--- src/slm_pkg.sv ---
package slm_pkg;

  // Defaults for the top-level parameters
  localparam int unsigned DEF_MATRIX_WIDTH = 4;
  localparam int unsigned DEF_PIXEL_COUNT  = 16;

  // Fixed field widths
  localparam int unsigned BYTE_W = 8;
  localparam int unsigned KIND_W = 3;
  localparam int unsigned PIX_W  = 4;
  localparam int unsigned CNT_W  = 5;
  localparam int unsigned POS_W  = 3;
  localparam int unsigned RGB_W  = 3 * BYTE_W;
  // column holds x mod width, width up to 64
  localparam int unsigned COL_W  = 6;
  // y * width + column, y up to 255 and width up to 64
  localparam int unsigned IDX_W  = 15;
  localparam int unsigned BYTE_VALUES = 1 << BYTE_W;

  // Result kinds
  localparam logic [KIND_W-1:0] KIND_STORED   = 3'd0;
  localparam logic [KIND_W-1:0] KIND_REJECTED = 3'd1;
  localparam logic [KIND_W-1:0] KIND_ACCEPTED = 3'd2;
  localparam logic [KIND_W-1:0] KIND_LED      = 3'd3;
  localparam logic [KIND_W-1:0] KIND_PIXEL    = 3'd4;
  localparam logic [KIND_W-1:0] KIND_OOR      = 3'd5;

  // Byte positions inside a record
  localparam logic [POS_W-1:0] POS_X     = 3'd0;
  localparam logic [POS_W-1:0] POS_Y     = 3'd1;
  localparam logic [POS_W-1:0] POS_RED   = 3'd2;
  localparam logic [POS_W-1:0] POS_GREEN = 3'd3;
  localparam logic [POS_W-1:0] POS_BLUE  = 3'd4;

  typedef logic [COL_W-1:0] col_lut_t [BYTE_VALUES];

  // x mod w for every byte value, built with a wrapping counter
  function automatic col_lut_t col_table(input int unsigned w);
    col_lut_t         t;
    logic [COL_W-1:0] c;
    c = '0;
    for (int i = 0; i < BYTE_VALUES; i++) begin
      t[i] = c;
      if (int'(c) == int'(w) - 1) begin
        c = '0;
      end else begin
        c = c + 1'b1;
      end
    end
    return t;
  endfunction

  typedef struct packed {
    logic             load_count;
    logic             store_byte;
    logic             finish_record;
    logic             read_pixel;
    logic             emit_pixel;
    logic [POS_W-1:0] byte_pos;
  } cmd_t;

  typedef struct packed {
    logic count_ok;
    logic frame_done;
    logic dump_last;
    logic slot_free;
  } sts_t;

  typedef struct packed {
    logic [KIND_W-1:0] kind;
    logic [PIX_W-1:0]  pixel_index;
    logic [BYTE_W-1:0] red;
    logic [BYTE_W-1:0] green;
    logic [BYTE_W-1:0] blue;
    logic [CNT_W-1:0]  leds_done;
    logic              last;
  } res_t;

endpackage

--- src/slm_if.sv ---
interface slm_rx_if;
  logic                      valid;
  logic                      ready;
  logic [slm_pkg::BYTE_W-1:0] rx_byte;

  modport source (output valid, output rx_byte, input ready);
  modport sink (input valid, input rx_byte, output ready);
endinterface

interface slm_res_if;
  logic                       valid;
  logic                       ready;
  logic [slm_pkg::KIND_W-1:0] kind;
  logic [slm_pkg::PIX_W-1:0]  pixel_index;
  logic [slm_pkg::BYTE_W-1:0] red;
  logic [slm_pkg::BYTE_W-1:0] green;
  logic [slm_pkg::BYTE_W-1:0] blue;
  logic [slm_pkg::CNT_W-1:0]  leds_done;
  logic                       last;

  modport source (output valid, output kind, output pixel_index, output red,
                  output green, output blue, output leds_done, output last,
                  input ready);
  modport sink (input valid, input kind, input pixel_index, input red,
                input green, input blue, input leds_done, input last,
                output ready);
endinterface

--- src/serial_led_matrix_frame_loader.sv ---
// Serpentine LED matrix frame loader.
//
// rx_i (sink) takes one byte per item. While waiting for a count, a byte gives
// the number of LED records to follow; zero or more than PIXEL_COUNT is
// rejected. Each record is five bytes: x, y, red, green, blue. The record maps
// to a pixel index with even rows reversed and odd rows forward, and its
// color goes into the frame store (off-matrix indexes are reported and dropped).
// res_o (source) carries the results, one per byte, plus the whole frame after
// the last record.
// A result appears in the output register the cycle after its byte is
// accepted. Count and record bytes go at one byte per cycle while res_o
// keeps up. After the final record the frame dump reads each pixel through
// the single read port of the frame store, then loads it into the output
// register; rx_i.ready stays low for the whole dump.
// When res_o stalls, the pending result holds and rx_i.ready drops until the
// output register frees up.
// Reset returns the block to waiting for a count and clears the frame store
// valid bits at once; no clearing pass is needed. The same happens at dump end.
module serial_led_matrix_frame_loader #(
  parameter int unsigned MATRIX_WIDTH = slm_pkg::DEF_MATRIX_WIDTH,
  parameter int unsigned PIXEL_COUNT  = slm_pkg::DEF_PIXEL_COUNT
) (
  input  logic      clk_i,
  input  logic      rst_ni,
  slm_rx_if.sink    rx_i,
  slm_res_if.source res_o
);
  import slm_pkg::*;

  cmd_t cmd;    // controller -> datapath
  sts_t sts;    // datapath -> controller
  res_t res;
  logic out_valid;

  // sequencer: count / record byte tracking and the dump loop
  slm_ctrl u_ctrl (
    .clk_i      (clk_i),
    .rst_ni     (rst_ni),
    .in_valid_i (rx_i.valid),
    .in_ready_o (rx_i.ready),
    .sts_i      (sts),
    .cmd_o      (cmd)
  );

  // record registers, index math, frame store and the output register
  slm_datapath #(
    .MATRIX_WIDTH (MATRIX_WIDTH),
    .PIXEL_COUNT  (PIXEL_COUNT)
  ) u_datapath (
    .clk_i       (clk_i),
    .rst_ni      (rst_ni),
    .rx_byte_i   (rx_i.rx_byte),
    .out_ready_i (res_o.ready),
    .cmd_i       (cmd),
    .sts_o       (sts),
    .out_valid_o (out_valid),
    .res_o       (res)
  );

  assign res_o.valid       = out_valid;
  assign res_o.kind        = res.kind;
  assign res_o.pixel_index = res.pixel_index;
  assign res_o.red         = res.red;
  assign res_o.green       = res.green;
  assign res_o.blue        = res.blue;
  assign res_o.leds_done   = res.leds_done;
  assign res_o.last        = res.last;

endmodule

--- src/slm_ctrl.sv ---
module slm_ctrl (
  input  logic          clk_i,
  input  logic          rst_ni,
  input  logic          in_valid_i,
  output logic          in_ready_o,
  input  slm_pkg::sts_t sts_i,
  output slm_pkg::cmd_t cmd_o
);
  import slm_pkg::*;

  localparam logic [1:0] ST_COUNT = 2'd0;
  localparam logic [1:0] ST_REC   = 2'd1;
  localparam logic [1:0] ST_READ  = 2'd2;
  localparam logic [1:0] ST_EMIT  = 2'd3;

  logic [1:0]       state_q, state_d;
  logic [POS_W-1:0] pos_q, pos_d;
  logic             accept;

  always_comb begin
    in_ready_o   = ((state_q == ST_COUNT) || (state_q == ST_REC)) && sts_i.slot_free;
    accept       = in_valid_i && in_ready_o;
    cmd_o        = '0;
    cmd_o.byte_pos = pos_q;
    state_d      = state_q;
    pos_d        = pos_q;
    case (state_q)
      ST_COUNT: begin
        if (accept) begin
          cmd_o.load_count = 1'b1;
          if (sts_i.count_ok) begin
            state_d = ST_REC;
            pos_d   = POS_X;
          end
        end
      end
      ST_REC: begin
        if (accept) begin
          if (pos_q != POS_BLUE) begin
            cmd_o.store_byte = 1'b1;
            pos_d            = pos_q + 1'b1;
          end else begin
            cmd_o.finish_record = 1'b1;
            pos_d               = POS_X;
            if (sts_i.frame_done) begin
              state_d = ST_READ;
            end
          end
        end
      end
      ST_READ: begin
        cmd_o.read_pixel = 1'b1;
        state_d          = ST_EMIT;
      end
      ST_EMIT: begin
        if (sts_i.slot_free) begin
          cmd_o.emit_pixel = 1'b1;
          state_d          = sts_i.dump_last ? ST_COUNT : ST_READ;
        end
      end
      default: begin
        state_d = ST_COUNT;
      end
    endcase
  end

  always_ff @(posedge clk_i or negedge rst_ni) begin
    if (!rst_ni) begin
      state_q <= ST_COUNT;
      pos_q   <= POS_X;
    end else begin
      state_q <= state_d;
      pos_q   <= pos_d;
    end
  end

  // frame end hands over to the dump
  a_dump_start: assert property (@(posedge clk_i) disable iff (!rst_ni)
    cmd_o.finish_record && sts_i.frame_done |=> state_q == ST_READ)
    else $error("dump did not start after last record");

  a_pos_range: assert property (@(posedge clk_i) disable iff (!rst_ni)
    pos_q <= POS_BLUE)
    else $error("record byte position out of range");

  a_emit_hold: assert property (@(posedge clk_i) disable iff (!rst_ni)
    state_q == ST_EMIT && !sts_i.slot_free |=> state_q == ST_EMIT)
    else $error("pixel skipped while output stalled");

endmodule

--- src/slm_datapath.sv ---
module slm_datapath #(
  parameter int unsigned MATRIX_WIDTH = slm_pkg::DEF_MATRIX_WIDTH,
  parameter int unsigned PIXEL_COUNT  = slm_pkg::DEF_PIXEL_COUNT
) (
  input  logic                       clk_i,
  input  logic                       rst_ni,
  input  logic [slm_pkg::BYTE_W-1:0] rx_byte_i,
  input  logic                       out_ready_i,
  input  slm_pkg::cmd_t              cmd_i,
  output slm_pkg::sts_t              sts_o,
  output logic                       out_valid_o,
  output slm_pkg::res_t              res_o
);
  import slm_pkg::*;

  localparam int unsigned AW    = (PIXEL_COUNT > 1) ? $clog2(PIXEL_COUNT) : 1;
  localparam int unsigned CMP_W = BYTE_W + 1;
  localparam col_lut_t    ColLut = col_table(MATRIX_WIDTH);

  // record fields kept between bytes
  logic [COL_W-1:0]  col_q;
  logic [IDX_W-1:0]  row_base_q;
  logic              y_odd_q;
  logic [BYTE_W-1:0] red_q, green_q;

  logic [CNT_W-1:0]  target_q, done_q;
  logic [AW-1:0]     addr_q;

  // frame store, entries not yet written since the last clear read as zero
  logic [RGB_W-1:0]       mem_q [PIXEL_COUNT];
  logic [PIXEL_COUNT-1:0] valid_q;
  logic [RGB_W-1:0]       rd_data_q;
  logic                   rd_valid_q;

  res_t res_q, res_d;
  logic out_valid_q, load;

  logic [CNT_W-1:0] done_inc;
  logic [COL_W-1:0] offset;
  logic [IDX_W-1:0] idx;
  logic             in_range;

  always_comb begin
    done_inc = done_q + 1'b1;
    offset   = y_odd_q ? col_q : (COL_W'(MATRIX_WIDTH - 1) - col_q);
    idx      = row_base_q + IDX_W'(offset);
    in_range = idx < IDX_W'(PIXEL_COUNT);

    sts_o.count_ok   = (rx_byte_i != '0) &&
                       ({1'b0, rx_byte_i} <= CMP_W'(PIXEL_COUNT));
    sts_o.frame_done = done_inc >= target_q;
    sts_o.dump_last  = addr_q == AW'(PIXEL_COUNT - 1);
    sts_o.slot_free  = !out_valid_q || out_ready_i;
  end

  always_comb begin
    res_d = res_q;
    load  = 1'b0;
    if (cmd_i.load_count) begin
      load           = 1'b1;
      res_d          = '0;
      res_d.kind     = sts_o.count_ok ? KIND_ACCEPTED : KIND_REJECTED;
      res_d.leds_done = sts_o.count_ok ? '0 : done_q;
      res_d.last     = 1'b1;
    end else if (cmd_i.store_byte) begin
      load            = 1'b1;
      res_d           = '0;
      res_d.kind      = KIND_STORED;
      res_d.leds_done = done_q;
      res_d.last      = 1'b1;
    end else if (cmd_i.finish_record) begin
      load              = 1'b1;
      res_d.kind        = in_range ? KIND_LED : KIND_OOR;
      res_d.pixel_index = in_range ? idx[PIX_W-1:0] : '0;
      res_d.red         = red_q;
      res_d.green       = green_q;
      res_d.blue        = rx_byte_i;
      res_d.leds_done   = done_inc;
      res_d.last        = !sts_o.frame_done;
    end else if (cmd_i.emit_pixel) begin
      load              = 1'b1;
      res_d.kind        = KIND_PIXEL;
      res_d.pixel_index = PIX_W'(addr_q);
      {res_d.red, res_d.green, res_d.blue} = rd_valid_q ? rd_data_q : '0;
      res_d.leds_done   = done_q;
      res_d.last        = sts_o.dump_last;
    end
  end

  always_ff @(posedge clk_i or negedge rst_ni) begin
    if (!rst_ni) begin
      out_valid_q <= 1'b0;
      target_q    <= '0;
      done_q      <= '0;
      addr_q      <= '0;
      valid_q     <= '0;
    end else begin
      if (load) begin
        out_valid_q <= 1'b1;
      end else if (out_ready_i) begin
        out_valid_q <= 1'b0;
      end
      if (cmd_i.load_count && sts_o.count_ok) begin
        target_q <= rx_byte_i[CNT_W-1:0];
        done_q   <= '0;
      end else if (cmd_i.finish_record) begin
        done_q <= done_inc;
      end
      if (cmd_i.finish_record && in_range) begin
        valid_q[idx[AW-1:0]] <= 1'b1;
      end
      if (cmd_i.emit_pixel) begin
        addr_q <= sts_o.dump_last ? '0 : addr_q + 1'b1;
        if (sts_o.dump_last) begin
          valid_q <= '0;
        end
      end
    end
  end

  always_ff @(posedge clk_i) begin
    res_q <= res_d;
    if (cmd_i.store_byte) begin
      case (cmd_i.byte_pos)
        POS_X:     col_q <= ColLut[rx_byte_i];
        POS_Y: begin
          row_base_q <= IDX_W'(rx_byte_i) * IDX_W'(MATRIX_WIDTH);
          y_odd_q    <= rx_byte_i[0];
        end
        POS_RED:   red_q   <= rx_byte_i;
        POS_GREEN: green_q <= rx_byte_i;
        default: ;
      endcase
    end
  end

  always_ff @(posedge clk_i) begin
    if (cmd_i.finish_record && in_range) begin
      mem_q[idx[AW-1:0]] <= {red_q, green_q, rx_byte_i};
    end
    if (cmd_i.read_pixel) begin
      rd_data_q  <= mem_q[addr_q];
      rd_valid_q <= valid_q[addr_q];
    end
  end

  assign out_valid_o = out_valid_q;
  assign res_o       = res_q;

  a_emit_free: assert property (@(posedge clk_i) disable iff (!rst_ni)
    cmd_i.emit_pixel |-> sts_o.slot_free)
    else $error("pixel loaded over a pending result");

  a_clear_after_dump: assert property (@(posedge clk_i) disable iff (!rst_ni)
    cmd_i.emit_pixel && sts_o.dump_last |=> valid_q == '0 && addr_q == '0)
    else $error("frame store not cleared after dump");

  a_led_marks_valid: assert property (@(posedge clk_i) disable iff (!rst_ni)
    cmd_i.finish_record && in_range |=> valid_q != '0)
    else $error("written pixel not marked valid");

endmodule
--- src/flat_wrapper.sv ---
// flat-port wrapper written by rule: the top's interface ports become plain ports
module serial_led_matrix_frame_loader_flat import slm_pkg::*;
#(
  parameter int unsigned MATRIX_WIDTH = slm_pkg::DEF_MATRIX_WIDTH,
  parameter int unsigned PIXEL_COUNT  = slm_pkg::DEF_PIXEL_COUNT
)
  (clk_i, rst_ni, rx_i_valid, rx_i_rx_byte, rx_i_ready, res_o_valid, res_o_kind, res_o_pixel_index, res_o_red, res_o_green, res_o_blue, res_o_leds_done, res_o_last, res_o_ready);
  slm_rx_if rx_i_i ();
  slm_res_if res_o_i ();
  input  logic clk_i;
  input  logic rst_ni;
  input wire logic [$bits(rx_i_i.valid)-1:0] rx_i_valid;
  input wire logic [$bits(rx_i_i.rx_byte)-1:0] rx_i_rx_byte;
  output wire logic [$bits(rx_i_i.ready)-1:0] rx_i_ready;
  output wire logic [$bits(res_o_i.valid)-1:0] res_o_valid;
  output wire logic [$bits(res_o_i.kind)-1:0] res_o_kind;
  output wire logic [$bits(res_o_i.pixel_index)-1:0] res_o_pixel_index;
  output wire logic [$bits(res_o_i.red)-1:0] res_o_red;
  output wire logic [$bits(res_o_i.green)-1:0] res_o_green;
  output wire logic [$bits(res_o_i.blue)-1:0] res_o_blue;
  output wire logic [$bits(res_o_i.leds_done)-1:0] res_o_leds_done;
  output wire logic [$bits(res_o_i.last)-1:0] res_o_last;
  input wire logic [$bits(res_o_i.ready)-1:0] res_o_ready;
  assign rx_i_i.valid = rx_i_valid;
  assign rx_i_i.rx_byte = rx_i_rx_byte;
  assign rx_i_ready = rx_i_i.ready;
  assign res_o_valid = res_o_i.valid;
  assign res_o_kind = res_o_i.kind;
  assign res_o_pixel_index = res_o_i.pixel_index;
  assign res_o_red = res_o_i.red;
  assign res_o_green = res_o_i.green;
  assign res_o_blue = res_o_i.blue;
  assign res_o_leds_done = res_o_i.leds_done;
  assign res_o_last = res_o_i.last;
  assign res_o_i.ready = res_o_ready;
  serial_led_matrix_frame_loader #(.MATRIX_WIDTH(MATRIX_WIDTH), .PIXEL_COUNT(PIXEL_COUNT)) u_core (.clk_i(clk_i), .rst_ni(rst_ni), .rx_i(rx_i_i), .res_o(res_o_i));
endmodule
--- config.mk ---
export PLATFORM = sky130hd
export DESIGN_NAME = serial_led_matrix_frame_loader_flat
export DESIGN_NICKNAME = d
export VERILOG_FILES = /design/src/slm_pkg.sv /design/src/slm_if.sv /design/src/serial_led_matrix_frame_loader.sv /design/src/slm_ctrl.sv /design/src/slm_datapath.sv /design/src/flat_wrapper.sv
export SDC_FILE = /design/constraint.sdc
export NUM_CORES = 1
export LEC_CHECK = 0
export BUFFER_PORTS_ARGS = -buffer_cell sky130_fd_sc_hd__buf_2
export CAP_MARGIN = 10
export CORE_MARGIN = 8
export CORE_UTILIZATION = 45
export CTS_BUF_LIST = sky130_fd_sc_hd__clkbuf_2 sky130_fd_sc_hd__clkbuf_4 sky130_fd_sc_hd__clkbuf_8
export DETAILED_ROUTE_END_ITERATION = 12
export GPL_TIMING_DRIVEN = 0
export PLACE_DENSITY = 0.64
export SKIP_LAST_GASP = 1
export SLEW_MARGIN = 10
export SYNTH_ARGS = -nofsm -noshare
export SYNTH_HDL_FRONTEND = slang
export SYNTH_HIERARCHICAL = 1
export SYNTH_SLANG_ARGS = --single-unit
--- constraint.sdc ---
create_clock -name clk_i -period 3.6 [get_ports clk_i]
set_input_delay 0.54 -clock clk_i [delete_from_list [all_inputs] [get_ports clk_i]]
set_output_delay 0.54 -clock clk_i [all_outputs]
set_load 0.05 [all_outputs]
# --- Yosys cells after proc, flatten, opt, wreduce, memory -nomap -nowiden ---
# Memories as Yosys holds them, arrays and structs flattened. A register that Yosys moved wholly into a read port is not among the register bits.
# Cells that the tools add are included.
word_totals:
  mem_bits_ro: 1536
  register_bits: 99
  mem_count: 2
  ramBits: 384
  elab_cells: 123
classes:
  n_mux: 50
  order_cmp: 6
  n_reduce_logical: 25
  addsub: 5
  eq_ne: 14
  n_bitwise: 2
mem_list:
  columns: ["name", "depth", "width", "read_ports", "rd_clocked_by_memory_dff", "wr", "line_no", "source"]
  rows:
  - ["(name not given)", 256, 6, 1, 1, 0, "slm_datapath.sv:125", "POS_X: col_q <= ColLut[rx_byte_i];"]
  - ["u_core.u_datapath.mem_q", 16, 24, 1, 1, 1, "slm_datapath.sv:30", "logic [RGB_W-1:0] mem_q [PIXEL_COUNT];"]
op_table:
  columns: ["op", "count"]
  rows:
  - ["$mux W37", 4]
  - ["$mux W16", 3]
  - ["$mux W24", 1]
  - ["$mux W2", 10]
  - ["$mux W1", 17]
  - ["$or A16 B16 Y16", 1]
  - ["$mux W3", 5]
  - ["$mux W5", 3]
  - ["$ne A2 B2 Y1 const B", 6]
  - ["$add A10 B6 Y11", 1]
  - ["$lt A11 B5 Y1 const B", 1]
  - ["$lt A4 B5 Y1 const B", 2]
  - ["$not A8 Y9", 1]
  - ["$le A8 B5 Y1 const B", 1]
  - ["$mux W4", 2]
  - ["$pmux W2 S4", 1]
  - ["$reduce_and A2 Y1", 4]
  - ["$reduce_bool A2 Y1", 4]
  - ["$reduce_bool A8 Y1", 1]
  - ["$eq A3 B2 Y1 const B", 2]
  - ["$logic_and A1 B1 Y1", 6]
  - ["$mux W6", 1]
  - ["$pmux W3 S2", 1]
  - ["$reduce_and A6 Y1", 1]
  - ["other kinds (20)", 23]

# --- Longest topological paths before layout ---
logic_depth:
  depth_word: 11
  ltp_mapped: 11
  depth_no_buf: 10

# --- By module ---
# The synthesis kept the hierarchy.
modules_own_cells:
  columns: ["mod", "area_per_inst_um2", "instances", "cells_each"]
  rows:
  - ["slm_datapath", 19329.8, 1, 1025]
  - ["slm_ctrl", 320.3, 1, 33]

# --- Worst setup path before layout ---
# No wires, ideal clock.
synth_path:
  path_type: "register to register"
  from: "reg u_core.u_datapath.out_valid_q, in the netlist u_core/u_datapath/out_valid_o"
  to: "mem u_core/u_datapath/mem_q[11][0] in the netlist's numbering, enable pin"
  synth_period_minus_slack_ps: 3823
  path_buffers: 0
  arrival_ps: 3385
  slack_ps: -223
  stages_incl_launch_ff: 7
  setup_time_ps: 437
  required_time_ps: 3163
  cell_sequence: "dfrtp_1 > nand2b_1 > nand4b_1 > nor2_1 > nor3b_2 > nand4b_1 > nor3_1"
synth_lines:
  columns: ["element", "line_no", "source"]
  rows:
  - ["from (decl)", "slm_datapath.sv:36", "logic out_valid_q, load;"]
  - ["from (signal assigned)", "slm_datapath.sv:92", "out_valid_q <= 1'b0;"]
  - ["from (signal assigned)", "slm_datapath.sv:99", "out_valid_q <= 1'b1;"]
  - ["from (signal assigned)", "slm_datapath.sv:101", "out_valid_q <= 1'b0;"]
  - ["to (decl)", "slm_datapath.sv:30", null]

==> impl_metrics.csv <==
group,metric,value,unit
outcome,status,"finished clean",
critical_path,timing.rr.end,"u_core/u_datapath/mem_q[14][18]",
yosys,synthMuxAreaShare,0.118,
final_layout,mostFrequentLayoutCells,"443 x edfxtp_1, 100 x mux4_2, 88 x clkbuf_8",
global_route,grt_pass1_vias,11100,
critical_path,worstPathRequired,3.91,ns
sta,hold_viol,0,
placed_design,preCtsSetupSlack,-0.0865,ns
sta,max_slew_margin,0.297,
drt,wire_per_inst,25.8,um
sta,skew,0.0210,ns
clock_network,clock_path_buffers,3,
yosys,synth-async-reset-ratio,0.0709,
clock_network,cts_inserted_buffers,83,
drt,drt-pass1-iter-count,5,
final_layout,seq_area,14800,um2
critical_path,cp.arrival,3.68,ns
floorplanning,ios,51,
critical_path,r2r_start,"u_core/u_ctrl/pos_q[1]",
final_layout,drive_above_1_share,0.275,
yosys,synth-xor-area-share,0.00579,
final_layout,fillerInstances,3367,
global_route,grtUsageTotal,0.193,
yosys,synth_seq_area_share,0.752,
yosys,yosys.area_share.simple,0.0526,
run,max-cap-violations,0,
min_path,hold_class,"input port to async pin",
yosys,ys_ff_latch,508,
sta,setup_viol,0,
sta,worst_pin_slew,1.05,ns
drt,drc,0,
floorplanning,die_x,225,um
placed_design,detailed_place_hpwl,30800,um
placed_design,io_buffers,50,
clock_network,cts.repair.resized,0,
global_route,grt_pass1_wl,71900,um
placed_design,gp_congestion,0.809,
clock_network,clkSinkCount,508,
critical_path,rr_worst_depth,8,
pwr,p_leak,7.69,nW
global_route,grt_max_degree,37,
clock_network,path_clk_slew,0.06,ns
yosys,synth_warnings,6,
yosys,synth_compound_area_frac,0.0475,
critical_path,r2r_setup_slack,0.23,ns
yosys,synth-edff-count,443,
yosys,synth_fa_ha_area_frac,0.00573,
global_route,gr-total-overflow,0,
yosys,synthCells,1058,
final_layout,area_growth,16.8,%
yosys,ys_types,52,
clock_network,clock_latency,0.63,ns
yosys,syn_nets,1079,
yosys,synth_top_family_by_area,"multiplexers",
sta,period_needed,3.37,ns
final_layout,fin_nets,1240,
pwr,cellPowerDensity,624,nW/um2
critical_path,critical_path_class,"register to register",
floorplanning,core-area,43100,um2
yosys,synth.avg_cell_area,18.6,um2
drt,wirelength,48300,um
clock_network,htree_levels,3,
drt,drtIter0Drc,1033,
clock_network,hold_buffers,0,
critical_path,path_max_fanout,14,
drt,antenna_left,0,
floorplanning,dieArea,50600,um2
floorplanning,die_height,225,um
sta,finalSetupTns,0,ns
placed_design,dpl.cell_count,1715,
clock_network,cts_root_buffer,"clkbuf_8",
sta,finalMaxSlewViolations,0,
sta,setup_ws,0.230,ns
drt,viasPerCell,5.73,
global_route,antenna_found_initial,1,
critical_path,start_kind,"register",
clock_network,post_cts_buffers,0,
critical_path,end_kind,"register",
clock_network,cts_tree,"built",
sta,fmax,297,MHz
floorplanning,start_util,0.456,
final_layout,final_common_cell,"edfxtp_1",
floorplanning,rows,76,
final_layout,multi_input_area,4680,um2
yosys,ys.flop_type,"edfxtp_1",
final_layout,layoutNonFillerInstCount,1875,
pwr,ir_worst_vdd,293,uV
drt,route.vias.total,10700,
yosys,mappedNetlistArea,19700,um2
pwr,p_total,14.3,mW
sta,finalCritPeriodShare,0.936,
metal layers:
layer  wire length (um)  up-vias  global-route usage
li1                   -     4586                   -
met3               3640       98              0.0389
met4               1320        0              0.0656
met2              23800      468               0.315
met5                  0        -                   0
met1              19500     5589               0.256
area by class of cell:
cell class / instances / area share
Antenna cell: 1 / 0.000109
Buffer: 64 / 0.0136
Clock buffer: 117 / 0.0622
Clock inverter: 38 / 0.00905
Inverter: 9 / 0.00147
Multi-Input combinational cell: 477 / 0.204
Sequential cell: 508 / 0.644
Tap cell: 585 / 0.0319
Timing Repair Buffer: 76 / 0.0341
through the flow:
step                area, um2   util  hold WS, ns
global placement        20700  0.479        0.468
CTS                     22900  0.532       0.0232
global route            23000  0.533       0.0588
floorplan               19700      -        0.244
detailed placement      21300  0.494        0.476
finish                  23000  0.533       0.0222
worst max-delay path by stage:
stage	endpoint	from	slack, ns	cells after the start
after global routing	u_core/u_datapath/mem_q[9][15]	u_core/u_ctrl/pos_q[1]	-0.02	8
after global placement	u_core/u_datapath/mem_q[14][20]	res_o_ready	-1.38	7
after detailed placement	u_core/u_datapath/mem_q[11][12]	res_o_ready	-0.09	9
after floorplan	u_core/u_datapath/mem_q[8][0]	u_core/u_datapath/out_valid_o	0.43	6
final	u_core/u_datapath/mem_q[14][18]	u_core/u_ctrl/pos_q[1]	0.23	8
after CTS	u_core/u_datapath/mem_q[11][15]	u_core/u_ctrl/pos_q[1]	0.04	9
critical path, stage by stage, from the launching register on:
cell	delay [ns]
dfrtp_1	0.45
inv_1	0.11
ha_1	0.19
nand2_1	0.11
nor2_1	0.41
nor3b_2	0.43
nand4_1	0.45
nor2_4	0.66
buf_16	0.25
where the power goes:
part	switching [mW]	leakage [nW]	total [mW]	internal [mW]
Combinational	1.69	2.14	2.54	0.844
Sequential	0.215	4.69	6.92	6.70
Clock	2.24	0.859	4.88	2.65
state kept, by name (all words and copies together) (netlist names):
signal	cells
u_core/u_datapath/red_q	8
u_core/u_ctrl/state_q	2
u_core/u_datapath/addr_q	4
u_core/u_datapath/target_q	5
u_core/u_ctrl/pos_q	3
u_core/u_datapath/res_o	37
u_core/u_datapath/done_q	5
u_core/u_datapath/out_valid_o	1
u_core/u_datapath/col_q	2
u_core/u_datapath/mem_q	384
u_core/u_datapath/valid_q	16
u_core/u_datapath/rd_valid_q	1
u_core/u_datapath/row_base_q	8
u_core/u_datapath/rd_data_q	24
u_core/u_datapath/green_q	8
logic make-up (layout without fill, tap and decap cells):
family | count (synthesis) | in the layout
fa+ha+maj | 9 | 9
simple gates | 203 | 203
xor+xnor | 13 | 13
buf+inv | 73 | 304
mux | 107 | 107
compound gates | 145 | 145
flops | 508 | 508
other cells | 0 | 1
cell usage after synthesis, drive strengths merged (3+ instances only):
| cell | n | area share |
|---|---|---|
| edfxtp | 443 | 0.68 |
| mux4 | 100 | 0.11 |
| a21oi | 55 | 0.014 |
| nor2 | 53 | 0.010 |
| a22oi | 50 | 0.019 |
| nand2 | 42 | 0.0080 |
| clkbuf | 41 | 0.0078 |
| dfrtp | 36 | 0.046 |
| nand2b | 32 | 0.010 |
| nand3 | 32 | 0.0082 |
| dfxtp | 29 | 0.030 |
| buf | 23 | 0.0080 |
| o21a | 17 | 0.0065 |
| o21ai | 11 | 0.0030 |
| ha | 9 | 0.0057 |
| inv | 9 | 0.0017 |
| nor3 | 8 | 0.0020 |
| xor2 | 7 | 0.0031 |
| xnor2 | 6 | 0.0027 |
| nand4 | 5 | 0.0016 |
| nor2b | 5 | 0.0016 |
| o22ai | 5 | 0.0016 |
| mux2 | 4 | 0.0023 |
| nand4b | 4 | 0.0018 |
| and2 | 3 | 0.00096 |
| mux2i | 3 | 0.0015 |
| nor4 | 3 | 0.0013 |
| or2 | 3 | 0.00096 |
(Power assumes the default switching activity.)
